--- src/hw/rtl/cbrsb_pkg.sv ---
package cbrsb_pkg;

   // command codes
   localparam logic CMD_EXEC = 1'b0;
   localparam logic CMD_LOAD = 1'b1;

   // register file slots (B,C,D,E,H,L,F,A)
   localparam int unsigned REG_COUNT = 8;
   localparam int unsigned REG_IDX_W = $clog2(REG_COUNT);
   localparam logic [REG_IDX_W-1:0] REG_H = 3'd4;
   localparam logic [REG_IDX_W-1:0] REG_L = 3'd5;
   localparam logic [REG_IDX_W-1:0] REG_F = 3'd6;
   localparam logic [REG_IDX_W-1:0] OPERAND_MEM = 3'd6;
   localparam logic [3:0] LOAD_REFRESH = 4'd8;

   // cycle counts reported per transaction
   localparam logic [3:0] CYC_LOAD    = 4'd0;
   localparam logic [3:0] CYC_REG     = 4'd8;
   localparam logic [3:0] CYC_BIT_MEM = 4'd12;
   localparam logic [3:0] CYC_MEM_RMW = 4'd15;

   // decoupling queue between decode and execute
   localparam int unsigned QUEUE_DEPTH = 2;
   localparam int unsigned QUEUE_PTR_W = (QUEUE_DEPTH > 1) ? $clog2(QUEUE_DEPTH) : 1;
   localparam int unsigned QUEUE_CNT_W = $clog2(QUEUE_DEPTH + 1);

   // response buffer in the execute side
   localparam int unsigned OUT_DEPTH = 2;
   localparam int unsigned OUT_PTR_W = (OUT_DEPTH > 1) ? $clog2(OUT_DEPTH) : 1;
   localparam int unsigned OUT_CNT_W = $clog2(OUT_DEPTH + 1);

   typedef enum logic [1:0] {
      GRP_SHIFT,
      GRP_BIT,
      GRP_RES,
      GRP_SET
   } cbrsb_group_type;

   typedef enum logic [2:0] {
      SH_RLC,
      SH_RRC,
      SH_RL,
      SH_RR,
      SH_SLA,
      SH_SRA,
      SH_SLL,
      SH_SRL
   } cbrsb_shift_type;

   // decoded transaction handed from front to back
   typedef struct packed {
      logic                  is_load;
      logic                  load_reg;      // load targets the register file
      logic                  load_refresh;  // load targets the refresh counter
      logic [REG_IDX_W-1:0]  load_sel;
      logic [7:0]            reg_value;
      cbrsb_group_type       group;
      logic [2:0]            sel;
      logic [REG_IDX_W-1:0]  opnd;
      logic                  is_mem;
      logic [7:0]            bitmask;
      logic [7:0]            mem_data;
      logic [7:0]            memptr_high;
      logic [3:0]            cycles;
   } cbrsb_item_type;

   typedef struct packed {
      logic [7:0]  result_byte;
      logic [7:0]  flags_out;
      logic        mem_write;
      logic [15:0] mem_address;
      logic [3:0]  cycles_taken;
   } cbrsb_rsp_type;

endpackage

--- src/hw/rtl/cbrsb_front.sv ---
module cbrsb_front (
   input  logic                     req_push,
   output logic                     req_full,
   input  logic                     req_cmd,
   input  logic [7:0]               req_opcode,
   input  logic [7:0]               req_mem_data,
   input  logic [7:0]               req_memptr_high,
   input  logic [3:0]               req_reg_index,
   input  logic [7:0]               req_reg_value,
   input  logic                     q_full,
   output logic                     q_push,
   output cbrsb_pkg::cbrsb_item_type q_item
);
   import cbrsb_pkg::*;

   logic is_mem;
   cbrsb_group_type group;

   assign req_full = q_full;
   assign q_push   = req_push && !q_full;
   assign group    = cbrsb_group_type'(req_opcode[7:6]);
   assign is_mem   = (req_opcode[2:0] == OPERAND_MEM);

   always_comb begin
      q_item              = '0;
      q_item.is_load      = (req_cmd == CMD_LOAD);
      q_item.load_reg     = !req_reg_index[3];
      q_item.load_refresh = (req_reg_index == LOAD_REFRESH);
      q_item.load_sel     = req_reg_index[REG_IDX_W-1:0];
      q_item.reg_value    = req_reg_value;
      q_item.group        = group;
      q_item.sel          = req_opcode[5:3];
      q_item.opnd         = req_opcode[2:0];
      q_item.is_mem       = is_mem;
      q_item.bitmask      = 8'd1 << req_opcode[5:3];
      q_item.mem_data     = req_mem_data;
      q_item.memptr_high  = req_memptr_high;
      if (req_cmd == CMD_LOAD) begin
         q_item.cycles = CYC_LOAD;
      end else if (!is_mem) begin
         q_item.cycles = CYC_REG;
      end else if (group == GRP_BIT) begin
         q_item.cycles = CYC_BIT_MEM;
      end else begin
         q_item.cycles = CYC_MEM_RMW;
      end
   end

endmodule

--- src/hw/rtl/cbrsb_queue.sv ---
module cbrsb_queue (
   input  logic                     clock,
   input  logic                     reset,
   input  logic                     push,
   input  cbrsb_pkg::cbrsb_item_type push_item,
   output logic                     full,
   input  logic                     pop,
   output logic                     empty,
   output cbrsb_pkg::cbrsb_item_type head_item
);
   import cbrsb_pkg::*;

   cbrsb_item_type         ent_ff [QUEUE_DEPTH];
   logic [QUEUE_PTR_W-1:0] wr_ptr_ff, wr_ptr_in;
   logic [QUEUE_PTR_W-1:0] rd_ptr_ff, rd_ptr_in;
   logic [QUEUE_CNT_W-1:0] count_ff, count_in;

   localparam logic [QUEUE_PTR_W-1:0] PTR_LAST = QUEUE_PTR_W'(QUEUE_DEPTH - 1);
   localparam logic [QUEUE_CNT_W-1:0] CNT_FULL = QUEUE_CNT_W'(QUEUE_DEPTH);

   assign full      = (count_ff == CNT_FULL);
   assign empty     = (count_ff == '0);
   assign head_item = ent_ff[rd_ptr_ff];

   always_comb begin
      wr_ptr_in = wr_ptr_ff;
      rd_ptr_in = rd_ptr_ff;
      count_in  = count_ff;
      if (push) begin
         wr_ptr_in = (wr_ptr_ff == PTR_LAST) ? '0 : wr_ptr_ff + 1'b1;
      end
      if (pop) begin
         rd_ptr_in = (rd_ptr_ff == PTR_LAST) ? '0 : rd_ptr_ff + 1'b1;
      end
      if (push && !pop) begin
         count_in = count_ff + 1'b1;
      end else if (pop && !push) begin
         count_in = count_ff - 1'b1;
      end
   end

   always_ff @(posedge clock) begin
      if (reset) begin
         wr_ptr_ff <= '0;
         rd_ptr_ff <= '0;
         count_ff  <= '0;
      end else begin
         wr_ptr_ff <= wr_ptr_in;
         rd_ptr_ff <= rd_ptr_in;
         count_ff  <= count_in;
      end
   end

   always_ff @(posedge clock) begin
      if (push) begin
         ent_ff[wr_ptr_ff] <= push_item;
      end
   end

   a_count_bound: assert property (@(posedge clock) disable iff (reset)
      count_ff <= CNT_FULL)
      else $error("queue count beyond depth");

   a_no_pop_empty: assert property (@(posedge clock) disable iff (reset)
      pop |-> !empty)
      else $error("execute side popped an empty queue");

   a_push_grows: assert property (@(posedge clock) disable iff (reset)
      (push && !pop) |=> (count_ff == $past(count_ff) + 1'b1))
      else $error("queue count did not track a push");

endmodule

--- src/hw/rtl/cbrsb_back.sv ---
module cbrsb_back (
   input  logic                     clock,
   input  logic                     reset,
   input  logic                     q_empty,
   input  cbrsb_pkg::cbrsb_item_type q_item,
   output logic                     q_pop,
   input  logic                     rsp_pop,
   output logic                     rsp_empty,
   output cbrsb_pkg::cbrsb_rsp_type rsp_head
);
   import cbrsb_pkg::*;

   function automatic logic [7:0] szxyp(input logic [7:0] r);
      logic [7:0] f;
      f    = r & 8'hA8;
      f[6] = (r == 8'h00);
      f[2] = ~^r;
      return f;
   endfunction

   logic [7:0]           rf_ff [REG_COUNT];
   logic [7:0]           rf_in [REG_COUNT];
   logic [7:0]           refresh_ff, refresh_in;

   cbrsb_rsp_type        out_ff [OUT_DEPTH];
   logic [OUT_PTR_W-1:0] out_wr_ff, out_wr_in;
   logic [OUT_PTR_W-1:0] out_rd_ff, out_rd_in;
   logic [OUT_CNT_W-1:0] out_cnt_ff, out_cnt_in;

   localparam logic [OUT_PTR_W-1:0] OUT_LAST = OUT_PTR_W'(OUT_DEPTH - 1);
   localparam logic [OUT_CNT_W-1:0] OUT_FULL = OUT_CNT_W'(OUT_DEPTH);

   logic          rsp_take;
   logic          exec;
   logic [7:0]    operand;
   logic [7:0]    flags_cur;
   logic [7:0]    shift_res;
   logic          shift_cout;
   logic [7:0]    xy_src;
   logic [7:0]    bit_flags;
   cbrsb_rsp_type rsp_new;

   assign rsp_empty = (out_cnt_ff == '0);
   assign rsp_take  = rsp_pop && !rsp_empty;
   assign exec      = !q_empty && ((out_cnt_ff != OUT_FULL) || rsp_take);
   assign q_pop     = exec;
   assign rsp_head  = out_ff[out_rd_ff];

   assign operand   = q_item.is_mem ? q_item.mem_data : rf_ff[q_item.opnd];
   assign flags_cur = rf_ff[REG_F];
   assign xy_src    = q_item.is_mem ? q_item.memptr_high : operand;

   always_comb begin
      case (cbrsb_shift_type'(q_item.sel))
         SH_RLC:  begin shift_res = {operand[6:0], operand[7]};    shift_cout = operand[7]; end
         SH_RRC:  begin shift_res = {operand[0], operand[7:1]};    shift_cout = operand[0]; end
         SH_RL:   begin shift_res = {operand[6:0], flags_cur[0]};  shift_cout = operand[7]; end
         SH_RR:   begin shift_res = {flags_cur[0], operand[7:1]};  shift_cout = operand[0]; end
         SH_SLA:  begin shift_res = {operand[6:0], 1'b0};          shift_cout = operand[7]; end
         SH_SRA:  begin shift_res = {operand[7], operand[7:1]};    shift_cout = operand[0]; end
         SH_SLL:  begin shift_res = {operand[6:0], 1'b1};          shift_cout = operand[7]; end
         default: begin shift_res = {1'b0, operand[7:1]};          shift_cout = operand[0]; end
      endcase
   end

   // BIT: Z and PV on a clear bit, S only for a set bit 7, H set, C kept
   always_comb begin
      bit_flags    = (xy_src & 8'h28) | 8'h10;
      bit_flags[0] = flags_cur[0];
      if ((operand & q_item.bitmask) == 8'h00) begin
         bit_flags = bit_flags | 8'h44;
      end else if (q_item.sel == 3'd7) begin
         bit_flags = bit_flags | 8'h80;
      end
   end

   always_comb begin
      rf_in      = rf_ff;
      refresh_in = refresh_ff;
      rsp_new              = '0;
      rsp_new.mem_address  = {rf_ff[REG_H], rf_ff[REG_L]};
      rsp_new.cycles_taken = q_item.cycles;
      rsp_new.flags_out    = flags_cur;
      if (q_item.is_load) begin
         rsp_new.result_byte = q_item.reg_value;
         if (q_item.load_reg) begin
            rf_in[q_item.load_sel] = q_item.reg_value;
            if (q_item.load_sel == REG_F) begin
               rsp_new.flags_out = q_item.reg_value;
            end
         end else if (q_item.load_refresh) begin
            refresh_in = q_item.reg_value;
         end
      end else begin
         refresh_in = {refresh_ff[7], refresh_ff[6:0] + 7'd1};
         case (q_item.group)
            GRP_BIT: begin
               rsp_new.result_byte = operand;
               rsp_new.flags_out   = bit_flags;
            end
            GRP_SHIFT: begin
               rsp_new.result_byte = shift_res;
               rsp_new.flags_out   = szxyp(shift_res) | {7'd0, shift_cout};
            end
            GRP_RES: rsp_new.result_byte = operand & ~q_item.bitmask;
            default: rsp_new.result_byte = operand | q_item.bitmask;
         endcase
         rf_in[REG_F] = rsp_new.flags_out;
         if (q_item.group != GRP_BIT) begin
            if (q_item.is_mem) begin
               rsp_new.mem_write = 1'b1;
            end else begin
               rf_in[q_item.opnd] = rsp_new.result_byte;
            end
         end
      end
   end

   always_comb begin
      out_wr_in  = out_wr_ff;
      out_rd_in  = out_rd_ff;
      out_cnt_in = out_cnt_ff;
      if (exec) begin
         out_wr_in = (out_wr_ff == OUT_LAST) ? '0 : out_wr_ff + 1'b1;
      end
      if (rsp_take) begin
         out_rd_in = (out_rd_ff == OUT_LAST) ? '0 : out_rd_ff + 1'b1;
      end
      if (exec && !rsp_take) begin
         out_cnt_in = out_cnt_ff + 1'b1;
      end else if (rsp_take && !exec) begin
         out_cnt_in = out_cnt_ff - 1'b1;
      end
   end

   always_ff @(posedge clock) begin
      if (reset) begin
         for (int i = 0; i < REG_COUNT; i++) begin
            rf_ff[i] <= 8'h00;
         end
         refresh_ff <= 8'h00;
         out_wr_ff  <= '0;
         out_rd_ff  <= '0;
         out_cnt_ff <= '0;
      end else begin
         if (exec) begin
            rf_ff      <= rf_in;
            refresh_ff <= refresh_in;
         end
         out_wr_ff  <= out_wr_in;
         out_rd_ff  <= out_rd_in;
         out_cnt_ff <= out_cnt_in;
      end
   end

   always_ff @(posedge clock) begin
      if (exec) begin
         out_ff[out_wr_ff] <= rsp_new;
      end
   end

   a_out_bound: assert property (@(posedge clock) disable iff (reset)
      out_cnt_ff <= OUT_FULL)
      else $error("response buffer overflow");

   a_mem_write_cycles: assert property (@(posedge clock) disable iff (reset)
      (!rsp_empty && rsp_head.mem_write) |-> (rsp_head.cycles_taken == CYC_MEM_RMW))
      else $error("memory write without read-modify-write cycle count");

endmodule

--- src/hw/rtl/cb_rotate_shift_bit_unit.sv ---
// Channel    | Ports                                        | Handshake
// -----------+----------------------------------------------+-------------------------
// request    | req_cmd, req_opcode, req_mem_data,           | push && !full
//            | req_memptr_high, req_reg_index, req_reg_value|
// response   | rsp_result_byte, rsp_flags_out,              | pop && !empty
//            | rsp_mem_write, rsp_mem_address,              |
//            | rsp_cycles_taken                             |
//
// One transaction per clock sustained while rsp_pop keeps draining the response
// buffer; each one executes in the back end against the register file, so issue rate is set by that
// read-modify-write of the register file and the refresh counter.
// A request accepted into the decode queue is executed from the queue head into
// the response buffer, whose head drives rsp_*; execution waits while the
// response buffer is full and not being popped.
// Reset (synchronous, active high) clears the register file, the refresh
// counter and both queues.
// When pop is held low the response buffer fills, then the decode queue,
// and req_full rises; the two halves stall independently.
module cb_rotate_shift_bit_unit (
   input  logic        clock,
   input  logic        reset,
   // request channel
   input  logic        req_push,
   output logic        req_full,
   input  logic        req_cmd,
   input  logic [7:0]  req_opcode,
   input  logic [7:0]  req_mem_data,
   input  logic [7:0]  req_memptr_high,
   input  logic [3:0]  req_reg_index,
   input  logic [7:0]  req_reg_value,
   // response channel
   output logic        rsp_empty,
   input  logic        rsp_pop,
   output logic [7:0]  rsp_result_byte,
   output logic [7:0]  rsp_flags_out,
   output logic        rsp_mem_write,
   output logic [15:0] rsp_mem_address,
   output logic [3:0]  rsp_cycles_taken
);
   import cbrsb_pkg::*;

   // decode -> queue
   logic           q_push;
   logic           q_full;
   cbrsb_item_type q_push_item;

   // queue -> execute
   logic           q_pop;
   logic           q_empty;
   cbrsb_item_type q_head_item;

   cbrsb_rsp_type  rsp_head;

   // front: classify the opcode, precompute bit mask and cycle count
   cbrsb_front u_front (
      .req_push        (req_push),
      .req_full        (req_full),
      .req_cmd         (req_cmd),
      .req_opcode      (req_opcode),
      .req_mem_data    (req_mem_data),
      .req_memptr_high (req_memptr_high),
      .req_reg_index   (req_reg_index),
      .req_reg_value   (req_reg_value),
      .q_full          (q_full),
      .q_push          (q_push),
      .q_item          (q_push_item)
   );

   // short queue decoupling decode from execute
   cbrsb_queue u_queue (
      .clock     (clock),
      .reset     (reset),
      .push      (q_push),
      .push_item (q_push_item),
      .full      (q_full),
      .pop       (q_pop),
      .empty     (q_empty),
      .head_item (q_head_item)
   );

   // back: register file, refresh counter, ALU and response buffer
   cbrsb_back u_back (
      .clock     (clock),
      .reset     (reset),
      .q_empty   (q_empty),
      .q_item    (q_head_item),
      .q_pop     (q_pop),
      .rsp_pop   (rsp_pop),
      .rsp_empty (rsp_empty),
      .rsp_head  (rsp_head)
   );

   assign rsp_result_byte  = rsp_head.result_byte;
   assign rsp_flags_out    = rsp_head.flags_out;
   assign rsp_mem_write    = rsp_head.mem_write;
   assign rsp_mem_address  = rsp_head.mem_address;
   assign rsp_cycles_taken = rsp_head.cycles_taken;

endmodule

--- config.mk ---
export PLATFORM = sky130hd
export DESIGN_NAME = cb_rotate_shift_bit_unit
export DESIGN_NICKNAME = d
export VERILOG_FILES = /design/src/hw/rtl/cbrsb_pkg.sv /design/src/hw/rtl/cbrsb_front.sv /design/src/hw/rtl/cbrsb_queue.sv /design/src/hw/rtl/cbrsb_back.sv /design/src/hw/rtl/cb_rotate_shift_bit_unit.sv
export SDC_FILE = /design/constraint.sdc
export NUM_CORES = 1
export LEC_CHECK = 0
export ABC_AREA = 1
export BUFFER_PORTS_ARGS = -buffer_cell sky130_fd_sc_hd__buf_2
export CAP_MARGIN = 20
export CORE_UTILIZATION = 65
export CTS_CLUSTER_DIAMETER = 200
export DETAILED_ROUTE_END_ITERATION = 10
export PLACE_DENSITY = 0.82
export SLEW_MARGIN = 25
export SYNTH_ARGS = -nofsm -noshare
export SYNTH_HDL_FRONTEND = slang
export SYNTH_SLANG_ARGS = --single-unit
--- constraint.sdc ---
create_clock -name clock -period 5.1 [get_ports clock]
set_input_delay 0.51 -clock clock [delete_from_list [all_inputs] [get_ports clock]]
set_output_delay 0.51 -clock clock [all_outputs]
set_load 0.005 [all_outputs]
==> impl_metrics.py, run 1 <==
metrics = {
    "route": {
        "routed_wirelength_um": 30400,
        "drcViolationCount": 1,
        "average_vias_per_placed_instance": 6.16,
        "antenna_violating_nets_post_route": 0,
        "dr.first_iter.drc_count": 1259,
        "vias": 9717,
        "route.detailed.wl_per_inst_um": 19.3,
        "drt_first_pass_iters": 9,
    },
    "yosys": {
        "synth_compound_area_frac": 0.140,
        "synth.lib_cells_used.distinct": 51,
        "synth.area.mux_share": 0.0387,
        "yosysWarningCount": 0,
        "yosysTopAreaCellShare": 0.412,
        "number_of_nets_produced_by_synthesis": 1316,
        "post_synth_xor_area_fraction": 0.00228,
        "syn-cell-area_sq_um": 11500,
        "ys_seq_elements": 232,
        "ys_async_sr_fraction": 0,
        "synth_enable_flop_cells": 158,
        "area_share_of_fa_ha_maj_cells_after_synthesis": 0.00652,
        "synth_simple_gate_area_frac": 0.208,
        "yosysTopAreaCell": "sky130_fd_sc_hd__edfxtp_1",
        "yosysSeqAreaShare": 0.541,
        "mapped_avg_cell_area_sq_um": 9.07,
        "dominantRegCellSynth": "sky130_fd_sc_hd__edfxtp_1",
        "netlist_instances": 1269,
        "post_synth_main_area_contributors": "sky130_fd_sc_hd__edfxtp_1 (41%), sky130_fd_sc_hd__dfxtp_1 (13%), sky130_fd_sc_hd__nand2_1 (10%)",
        "synth_top_family_by_area": "simple AND/OR/NAND/NOR gates",
    },
    "cts": {
        "postCtsHoldBufs": 0,
        "cts-root-buf": "sky130_fd_sc_hd__clkbuf_16",
        "cts-root-to-sink-buffers": 3,
        "clk-insertion-delay-late_ns": 0.52,
        "clock_sink_count": 232,
        "htree_levels": 1,
        "cts_made_buffers": 24,
        "cts_setup_buffers": 0,
        "clkSlewWorstSetupHoldPaths_ns": 0.07,
        "tritoncts": "built",
        "cts_repair_resize_count": 0,
    },
    "critical_path": {
        "cp_data_arrival_time_ns": 4.38,
        "rr_worst_depth": 21,
        "worst_r2r_endpoint": "u_back.out_ff[1][23]",
        "internal_reg_to_reg_setup_slack_ns": 1.04,
        "timing.critical_path.to": "u_back.out_ff[1][23]",
        "crit_type": "register to register",
        "cp-start-kind": "register",
        "crit_required_ns": 5.42,
        "critPathCaptureType": "register",
        "critPathMaxFanout": 36,
    },
    "final_layout": {
        "mostFrequentLayoutCell": "sky130_fd_sc_hd__nand2_1",
        "diodes": 0,
        "synthToLayoutAreaGrowth_pct": 11.3,
        "final_area_sq_um": 12800,
        "final_layout_size_suffix_gt1_frac": 0.176,
        "nNetsFinal": 1381,
        "layout_common_cells": "sky130_fd_sc_hd__nand2_1 (319), sky130_fd_sc_hd__edfxtp_1 (158), sky130_fd_sc_hd__a21oi_1 (150)",
    },
    "floorplan": {
        "site_rows": 48,
        "floorplan.die.width_um": 135,
        "floorplan.die.height_um": 135,
        "start_util": 0.666,
        "dieArea_sq_um": 18300,
        "fp.coreArea_sq_um": 17300,
        "floorplan.io_pins": 80,
    },
    "run": {
        "max_cap_violations": 0,
    },
    "pwr": {
        "power.leakage_uw": 0.00520,
        "power_per_cell_area_nw_per_um2": 739,
        "ir_drop_v": 0.000465,
    },
    "place": {
        "postPlaceCellArea_sq_um": 12000,
        "buffer_ports.inserted": 73,
        "dp_hpwl_um": 19200,
        "gp_congestion": 0.964,
    },
    "sta": {
        "max-slew-margin-rel": 0.246,
        "setup_violations": 0,
        "worstMarginPinSlew_ns": 1.13,
        "peak_clock_frequency_supported_by_timing_mhz": 246,
        "period_minus_slack_ns": 4.06,
        "setup_total_negative_slack_ns": 0,
        "timing_hold_violations_final": 0,
        "timing_max_transition_violations_final": 0,
        "worst_clock_skew_ns": 0.0208,
        "min_period_over_period": 0.795,
        "rsz0062_at_grt": "no",
    },
    "grt": {
        "pin_count_of_the_biggest_net_entering_global_routing": 72,
        "grtUsageTotal": 0.335,
        "grt_first_pass_wirelength_um": 47100,
        "grt_pass1_vias": 9046,
        "initial_antenna_violation_count": 0,
        "grt.overflow.total": 0,
    },
    "status": {
        "violations_in_the_final_reports": "design-rule violations",
        "status": "finished, violations left",
    },
    "worst_hold_path": {
        "whs_path_depth": 2,
        "timing.hold.worst.class": "primary input to register",
    },
}
cell type report:
class | instances | area (sq um)
Timing Repair Buffer | 83 | 468
Sequential cell | 232 | 6230
Clock inverter | 12 | 128
Clock buffer | 32 | 662
Multi-Input combinational cell | 871 | 4590
Inverter | 122 | 464
Fill cell | 1213 | 4480
Tap cell | 225 | 282
worst min path at each step:
| stage | startpoint | end |
|---|---|---|
| 3_3_place_gp | u_back.out_rd_ff | register |
| 3_5_place_dp | u_queue.rd_ptr_ff | u_queue.rd_ptr_ff |
| 4_1_cts | reset | u_back.out_cnt_ff[0] |
| 6_report | reset | u_back.out_cnt_ff[0] |
| 2_1_floorplan | u_queue.rd_ptr_ff | register |
| 5_1_grt | reset | u_back.out_cnt_ff[0] |
synth_stat cells (2+ instances only):
| library cell | count |
|---|---|
| sky130_fd_sc_hd__a31oi_1 | 6 |
| sky130_fd_sc_hd__or2_2 | 8 |
| sky130_fd_sc_hd__buf_4 | 8 |
| sky130_fd_sc_hd__mux2_2 | 36 |
| sky130_fd_sc_hd__nand2_4 | 6 |
| sky130_fd_sc_hd__o21ai_2 | 11 |
| sky130_fd_sc_hd__inv_4 | 2 |
| sky130_fd_sc_hd__o22ai_1 | 5 |
| sky130_fd_sc_hd__inv_2 | 12 |
| sky130_fd_sc_hd__inv_1 | 102 |
| sky130_fd_sc_hd__o21ai_0 | 97 |
| sky130_fd_sc_hd__a211oi_1 | 3 |
| sky130_fd_sc_hd__nand2_1 | 319 |
| sky130_fd_sc_hd__ha_1 | 6 |
| sky130_fd_sc_hd__or2_1 | 5 |
| sky130_fd_sc_hd__nand3b_1 | 5 |
| sky130_fd_sc_hd__nor2_1 | 52 |
| sky130_fd_sc_hd__buf_1 | 4 |
| sky130_fd_sc_hd__a21oi_1 | 150 |
| sky130_fd_sc_hd__buf_6 | 6 |
| sky130_fd_sc_hd__buf_2 | 13 |
| sky130_fd_sc_hd__clkbuf_1 | 12 |
| sky130_fd_sc_hd__o211ai_1 | 4 |
| sky130_fd_sc_hd__a32oi_1 | 2 |
| sky130_fd_sc_hd__nor3_1 | 14 |
| sky130_fd_sc_hd__edfxtp_1 | 158 |
| sky130_fd_sc_hd__dfxtp_1 | 74 |
| sky130_fd_sc_hd__xor2_1 | 2 |
| sky130_fd_sc_hd__nand4_1 | 3 |
| sky130_fd_sc_hd__mux2i_1 | 4 |
| sky130_fd_sc_hd__nand3_2 | 6 |
| sky130_fd_sc_hd__o21ai_1 | 11 |
| sky130_fd_sc_hd__o21a_1 | 2 |
| sky130_fd_sc_hd__nand3_1 | 76 |
| sky130_fd_sc_hd__nor4_2 | 3 |
| sky130_fd_sc_hd__clkinv_1 | 5 |
| sky130_fd_sc_hd__nor2_2 | 2 |
| sky130_fd_sc_hd__nor2_4 | 12 |
| sky130_fd_sc_hd__nand2_2 | 11 |
logic make-up after synthesis:
| logic type | after synthesis |
|---|---|
| AO/OA/AOI/OAI | 297 |
| flip-flops | 232 |
| adder cells (fa/ha/maj) | 6 |
| multiplexers | 40 |
| AND/OR/NAND/NOR | 525 |
| buffers and inverters | 166 |
| XOR/XNOR | 3 |
through the flow:
step / hold slack, ns / total power, uW / instances / utilization / setup WS, ns
global route: 0.170 / 9970 / 1577 / 0.741 / 0.803
finish: 0.173 / 9480 / 1577 / 0.741 / 1.04
detailed placement: 0.448 / 7490 / 1531 / 0.693 / 1.15
floorplan: 0.426 / 6200 / 1269 / - / 2.17
global placement: 0.434 / 7360 / 1531 / 0.693 / 1.17
CTS: 0.167 / 9270 / 1575 / 0.739 / 1.11
routing by layer:
layer	wire, um	up-vias	track usage
met5	0	-	0
met4	1800	0	0.195
met3	2960	152	0.0518
met2	13800	631	0.525
met1	11800	4455	0.444
li1	-	4479	-
registers in the layout, indices dropped and copies added, names as in the netlist, named ones only:
register	cells
u_back.out_wr_ff	1
u_queue.wr_ptr_ff	1
u_back.rf_ff	56
u_queue.count_ff	2
u_queue.ent_ff	86
u_back.out_rd_ff	1
u_back.out_cnt_ff	2
u_back.flags_cur	8
u_queue.rd_ptr_ff	1
u_back.out_ff	72
critical path, stage by stage, from the launching register on:
cell and delay [ns]:
sky130_fd_sc_hd__dfxtp_2 0.68, sky130_fd_sc_hd__nand2_1 0.50, sky130_fd_sc_hd__nand2_4 0.52, sky130_fd_sc_hd__nand2_1 0.09
sky130_fd_sc_hd__nand2_1 0.09, sky130_fd_sc_hd__nand2_1 0.05, sky130_fd_sc_hd__nand2_1 0.11, sky130_fd_sc_hd__nand2_1 0.06
sky130_fd_sc_hd__nand2_1 0.14, sky130_fd_sc_hd__nand2_1 0.11, sky130_fd_sc_hd__nand3_1 0.09, sky130_fd_sc_hd__nand2_1 0.08
sky130_fd_sc_hd__nor2_1 0.16, sky130_fd_sc_hd__ha_1 0.27, sky130_fd_sc_hd__xor2_1 0.17, sky130_fd_sc_hd__a21oi_1 0.13
sky130_fd_sc_hd__o21ai_0 0.12, sky130_fd_sc_hd__o21ai_0 0.09, sky130_fd_sc_hd__inv_1 0.05, sky130_fd_sc_hd__nand2_1 0.10
sky130_fd_sc_hd__inv_1 0.05, sky130_fd_sc_hd__a22oi_1 0.17
power by group:
part           switching, uW  total (uW)  internal [uW]
Sequential               332        3140           2810
Combinational           3210        4570           1360
Clock                    741        1760           1020
Total                   4280        9480           5190
Note: power is estimated with default switching activity, not from simulation.
==> run 2: changes to the inputs <==
- CORE_UTILIZATION: 65 -> 55
- PLACE_DENSITY: 0.82 -> 0.74
- clock period: 5.1 -> 3.3 ns (I/O delays scaled with it)
==> impl_metrics.py, run 2 (synthesis gave the netlist of run 1 again) <==
metrics = {
    "cts": {
        "cts_setup_buffers": 0,
        "htree_levels": 1,
        "clk-insertion-delay-late_ns": 0.53,
        "cts-root-to-sink-buffers": 3,
        "cts_made_buffers": 25,
        "clkSlewWorstSetupHoldPaths_ns": 0.06,
        "clock_sink_count": 232,
        "cts-root-buf": "sky130_fd_sc_hd__clkbuf_16",
        "tritoncts": "built",
    },
    "pwr": {
        "ir_drop_v": 0.000666,
        "power_per_cell_area_nw_per_um2": 1120,
        "power.leakage_uw": 0.00537,
    },
    "floorplan": {
        "floorplan.io_pins": 80,
        "site_rows": 52,
        "start_util": 0.565,
        "floorplan.die.width_um": 147,
        "fp.coreArea_sq_um": 20400,
        "dieArea_sq_um": 21500,
        "floorplan.die.height_um": 147,
    },
    "grt": {
        "grt_first_pass_wirelength_um": 48200,
        "pin_count_of_the_biggest_net_entering_global_routing": 65,
        "grt.overflow.total": 0,
        "initial_antenna_violation_count": 0,
        "grt_pass1_vias": 9031,
        "grtUsageTotal": 0.287,
    },
    "sta": {
        "max-slew-margin-rel": 0.226,
        "worst_slack_ns": 0.278,
        "setup_total_negative_slack_ns": 0,
        "period_minus_slack_ns": 3.02,
        "worstMarginPinSlew_ns": 1.16,
        "setup_violations": 0,
        "timing_max_transition_violations_final": 0,
        "timing_hold_violations_final": 0,
        "worst_clock_skew_ns": 0.0189,
        "peak_clock_frequency_supported_by_timing_mhz": 331,
        "min_period_over_period": 0.916,
    },
    "route": {
        "vias": 9562,
        "average_vias_per_placed_instance": 5.76,
        "routed_wirelength_um": 31100,
        "met3_length_um": 2970,
        "dr.first_iter.drc_count": 1072,
        "antenna_violating_nets_post_route": 0,
        "met2_length_um": 14000,
        "drt_first_pass_iters": 5,
        "route.top_layer_used": "met4",
        "route.detailed.wl_per_inst_um": 18.7,
        "drcViolationCount": 0,
        "detail_route.wirelength.met1_um": 12700,
    },
    "final_layout": {
        "max_ffs_per_register": 86,
        "layout_common_cells": "sky130_fd_sc_hd__nand2_1 (318), sky130_fd_sc_hd__edfxtp_1 (158), sky130_fd_sc_hd__a21oi_1 (150)",
        "fill_cells": 1647,
        "final_area_sq_um": 13200,
        "largest_registers": "u_queue.ent_ff (86), u_back.out_ff (72), u_back.rf_ff (56)",
        "final_layout_size_suffix_gt1_frac": 0.187,
        "nNetsFinal": 1419,
        "mostFrequentLayoutCell": "sky130_fd_sc_hd__nand2_1",
        "registers.top_by_ff_count": "u_queue.ent_ff",
        "diodes": 0,
        "synthToLayoutAreaGrowth_pct": 15.0,
    },
    "critical_path": {
        "path_delay_family": "simple AND/OR/NAND/NOR gates",
        "critPathCaptureType": "register",
        "cp_data_arrival_time_ns": 3.28,
        "cp_slowest_stage_delay_ns": 0.40,
        "cp_cell_sequence": "inv_4, nand2_8, nand2_8, nand2_1, nand2_1, nand2_1, nand2_1, nand2_1, nand3_1, nand2_1, o21ai_2, ha_1, xnor2_1, a21oi_1, o21ai_0, o21ai_0, inv_1, nand2_1, inv_1, a22oi_2",
        "critical_path.n_buffers_inverters": 3,
        "worst_r2r_endpoint": "u_back.out_ff[1][23]",
        "critPathMaxFanout": 18,
        "crit_type": "register to register",
        "critical_path.most_common_cell": "sky130_fd_sc_hd__nand2_1",
        "internal_reg_to_reg_setup_slack_ns": 0.28,
        "cp_max_delay_cell": "sky130_fd_sc_hd__dfxtp_4",
        "cp-start-kind": "register",
        "crit_required_ns": 3.56,
        "rr_worst_depth": 20,
    },
    "place": {
        "gp_congestion": 0.932,
        "dp_slack_ns": 0.0459,
        "dp_hpwl_um": 19900,
        "postPlaceCellArea_sq_um": 12200,
        "buffer_ports.inserted": 73,
    },
    "worst_hold_path": {
        "timing.hold.worst.class": "primary input to register",
        "worstHoldStart": "req_memptr_high[3]",
        "whs_path_depth": 1,
        "hold_path_end": "u_queue.ent_ff[1][7]",
    },
    "run": {
        "max_cap_violations": 0,
    },
    "status": {
        "status": "complete, no violations",
    },
}
[run 2: changes by cell type in the layout (fill, tap and decap cells not counted), moves of 2 or more]
cell and delta:
sky130_fd_sc_hd__buf_12 +2, sky130_fd_sc_hd__inv_6 -2, sky130_fd_sc_hd__buf_4 +14, sky130_fd_sc_hd__clkinv_1 +2, sky130_fd_sc_hd__buf_6 +3, sky130_fd_sc_hd__nand2_8 +4, sky130_fd_sc_hd__clkinv_2 +2, sky130_fd_sc_hd__dlygate4sd3_1 +17
[run 2: how the worst max path moves through the flow]
stage               slack [ns]  depth (start not counted)                     to                start
floorplan                 0.51                          3  u_queue.ent_ff[1][12]  u_queue.count_ff[1]
global placement          0.14                         20   u_back.out_ff[1][23]             register
detailed placement        0.05                         20   u_back.out_ff[1][23]             register
CTS                       0.01                         20   u_back.out_ff[0][23]             register
global route            -0.007                         21   u_back.out_ff[1][23]             register
finish                    0.28                         20   u_back.out_ff[1][23]             register
[run 2: layout make-up]
cell class / instances / area (sq um) / area share
clock buffer: 32 / 652 / 0.0492
clock inverter: 13 / 96.3 / 0.00727
inverter: 122 / 467 / 0.0352
multi-input combinational: 873 / 4670 / 0.353
sequential: 232 / 6230 / 0.470
tap: 270 / 338 / 0.0255
timing repair buffer: 118 / 790 / 0.0596
[run 2: metal layers]
layer / vias to the layer above / global-route usage
met5: - / 0
met4: 0 / 0.135
met3: 105 / 0.0484
met2: 503 / 0.459
met1: 4399 / 0.383
li1: 4555 / -
[run 2: worst reg2reg max path: cells and delay by family (launching register included)]
kind            cells  cell delay [ns]
simple gates       10             1.08
compound gates      5             0.56
flops               1             0.40
fa+ha+maj           1             0.28
xor+xnor            1             0.18
buf+inv             3             0.28
[run 2: power by group]
group / internal, uW / switching (uW)
Combinational: 2290 / 5100
Sequential: 4340 / 458
Clock: 1470 / 1140
Total: 8100 / 6690
[run 2: what timing repair did]
| action | in CTS | in global routing |
|---|---|---|
| hold buffers | 17 | 0 |
| setup endpoints to repair | 0 | 3 |
| gates resized for setup | 0 | 21 |
| hold endpoints to repair | 33 | 0 |
[run 2: per-stage QoR]
step / std cells / power [uW] / utilization / hold WS, ns
global placement: 1596 / 11700 / 0.599 / 0.434
CTS: 1658 / 14500 / 0.644 / 0.000131
detailed placement: 1596 / 11800 / 0.599 / 0.442
floorplan: 1269 / 9580 / - / 0.402
finish: 1660 / 14800 / 0.650 / 0.000631
global route: 1660 / 15700 / 0.650 / 0.00463
==> run 3: changes to the inputs <==
- PLACE_DENSITY: 0.74 -> 0.73
- SYNTH_HIERARCHICAL: unset -> 1
==> impl_metrics.py, run 3 <==
metrics = {
    "status": {
        "status": "complete, no violations",
    },
    "run": {
        "max_cap_violations": 0,
    },
    "sta": {
        "setup_violations": 0,
        "hold_ws_ns": 0.0233,
        "peak_clock_frequency_supported_by_timing_mhz": 319,
        "timing_hold_violations_final": 0,
        "timing_max_transition_violations_final": 0,
        "max-slew-margin-rel": 0.461,
        "min_period_over_period": 0.950,
        "period_minus_slack_ns": 3.14,
        "worst_clock_skew_ns": 0.0114,
        "worstMarginPinSlew_ns": 0.806,
    },
    "grt": {
        "grt_pass1_vias": 8415,
        "grtUsageTotal": 0.264,
        "grt_first_pass_wirelength_um": 45200,
        "grt.overflow.total": 0,
        "pin_count_of_the_biggest_net_entering_global_routing": 68,
        "initial_antenna_violation_count": 0,
    },
    "floorplan": {
        "fp.coreArea_sq_um": 21200,
        "floorplan.die.height_um": 150,
        "floorplan.die.width_um": 150,
        "floorplan.io_pins": 80,
        "dieArea_sq_um": 22400,
        "site_rows": 53,
        "start_util": 0.566,
    },
    "worst_hold_path": {
        "hold_path_end": "u_queue/ent_ff[0][50]",
        "whs_path_depth": 1,
        "worstHoldStart": "req_cmd",
        "timing.hold.worst.class": "primary input to register",
    },
    "critical_path": {
        "worst_r2r_endpoint": "u_back/out_ff[0][23]",
        "critPathCaptureType": "register",
        "internal_reg_to_reg_setup_slack_ns": 0.16,
        "path_delay_family": "simple AND/OR/NAND/NOR gates",
        "critical_path.n_buffers_inverters": 3,
        "rr_worst_depth": 19,
        "critPathMaxFanout": 41,
        "critical_path.most_common_cell": "sky130_fd_sc_hd__nand2_1",
        "crit_type": "register to register",
        "cp.depth": 19,
        "cp_max_delay_cell": "sky130_fd_sc_hd__dfxtp_4",
        "cp-start-kind": "register",
        "cp_cell_sequence": "mux2_4, buf_12, nor2_1, nor2_1, nand2_1, nand2_1, o21ai_2, nand2_2, inv_2, nand2_2, o21ai_2, ha_1, xor2_2, xnor2_1, o21ai_0, inv_1, nand2_1, nand2_1, nand2_1",
        "crit_required_ns": 3.59,
        "cp_slowest_stage_delay_ns": 0.41,
        "cp_data_arrival_time_ns": 3.42,
    },
    "final_layout": {
        "diodes": 0,
        "largest_registers": "u_queue/ent_ff (88), u_back/out_ff (74), u_back/rf_ff (56)",
        "nNetsFinal": 1338,
        "mostFrequentLayoutCell": "sky130_fd_sc_hd__nand2_1",
        "fill_cells": 1721,
        "registers.top_by_ff_count": "u_queue/ent_ff",
        "layout_common_cells": "sky130_fd_sc_hd__nand2_1 (252), sky130_fd_sc_hd__edfxtp_1 (162), sky130_fd_sc_hd__o21ai_0 (94)",
        "max_ffs_per_register": 88,
        "post-route-util": 0.644,
        "multi_input_comb_area_sq_um": 4720,
        "synthToLayoutAreaGrowth_pct": 13.8,
        "ff_latch_area_sq_um": 6350,
        "final_layout_size_suffix_gt1_frac": 0.259,
    },
    "route": {
        "antenna_violating_nets_post_route": 0,
        "routed_wirelength_um": 29100,
        "average_vias_per_placed_instance": 5.67,
        "vias": 8993,
        "drt_first_pass_iters": 6,
        "route.detailed.wl_per_inst_um": 18.3,
        "dr.first_iter.drc_count": 914,
        "drcViolationCount": 0,
    },
    "yosys": {
        "mapped_avg_cell_area_sq_um": 9.98,
        "number_of_nets_produced_by_synthesis": 1250,
        "netlist_instances": 1203,
        "yosysWarningCount": 6,
        "syn-cell-area_sq_um": 12000,
    },
    "cts": {
        "htree_levels": 1,
        "tritoncts": "built",
        "clk-insertion-delay-late_ns": 0.54,
        "cts_made_buffers": 25,
        "cts-root-buf": "sky130_fd_sc_hd__clkbuf_16",
        "clkSlewWorstSetupHoldPaths_ns": 0.06,
        "cts-root-to-sink-buffers": 3,
        "clock_sink_count": 236,
    },
    "pwr": {
        "power.leakage_uw": 0.00556,
        "power_per_cell_area_nw_per_um2": 1030,
        "ir_drop_v": 0.000551,
    },
    "place": {
        "dp_hpwl_um": 19900,
        "buffer_ports.inserted": 73,
        "gp_congestion": 0.942,
    },
}
run 3: cell count changes in the layout (fill, tap and decap cells not counted), moves of 9 or more:
cell,previous run,this run
sky130_fd_sc_hd__nor3_2,0,11
sky130_fd_sc_hd__nand3_1,76,37
sky130_fd_sc_hd__a31oi_1,6,26
sky130_fd_sc_hd__nand2_1,318,252
sky130_fd_sc_hd__mux2_4,0,44
sky130_fd_sc_hd__buf_4,22,39
sky130_fd_sc_hd__nor2_1,47,83
sky130_fd_sc_hd__nand4_1,3,19
sky130_fd_sc_hd__dlygate4sd3_1,17,26
sky130_fd_sc_hd__inv_1,102,73
sky130_fd_sc_hd__a21oi_1,150,63
run 3: worst max-delay path by stage:
stage / startpoint / to
floorplan: u_queue/count_ff[1] / u_queue/ent_ff[0][0]
global placement: register / u_back/out_ff[0][23]
detailed placement: register / u_back/out_ff[0][23]
CTS: register / u_back/out_ff[0][23]
global route: register / u_back/out_ff[0][23]
finish: register / u_back/out_ff[0][23]
run 3: what timing repair did:
| action | CTS | global route |
|---|---|---|
| hold endpoints to repair | 50 | 0 |
| gates resized for setup | 0 | 7 |
| hold buffers | 26 | 0 |
| buffers inserted | 0 | 2 |
| endpoints found under the setup margin | 0 | 3 |
run 3: layout make-up:
| cell class | instances | share of cell area |
|---|---|---|
| well taps | 275 | 0.0252 |
| clock inverters | 15 | 0.0177 |
| multi-input cells | 790 | 0.345 |
| flip-flops and latches | 236 | 0.465 |
| repair buffers | 140 | 0.0695 |
| inverters | 98 | 0.0278 |
| clock buffers | 31 | 0.0497 |
run 3: layer usage:
metal / share of wire / vias up / GRT usage
met2: 0.45 / 405 / 0.415
met1: 0.43 / 4207 / 0.365
met5: 0 / - / 0
li1: - / 4308 / -
met4: 0.035 / 0 / 0.102
met3: 0.086 / 73 / 0.0463
run 3: per-stage QoR:
stage | setup TNS (ns) | instance area (sq um) | worst slack [ns] | power, uW | std cells
6_report | 0 | 13700 | 0.164 | 14100 | 1585
4_1_cts | 0 | 13600 | 0.0537 | 14000 | 1583
3_5_place_dp | 0 | 12400 | 0.0725 | 10800 | 1511
3_3_place_gp | 0 | 12400 | 0.0744 | 10700 | 1511
5_1_grt | -0.00855 | 13700 | -0.00441 | 14900 | 1585
2_1_floorplan | 0 | 12000 | 0.338 | 9090 | 1203
run 3: where the power goes:
| part | internal (uW) | switching [uW] | total [uW] |
|---|---|---|---|
| Clock | 1940 | 1170 | 3110 |
| Sequential | 4280 | 401 | 4680 |
| Combinational | 2230 | 4060 | 6300 |
| Total | 8450 | 5640 | 14100 |
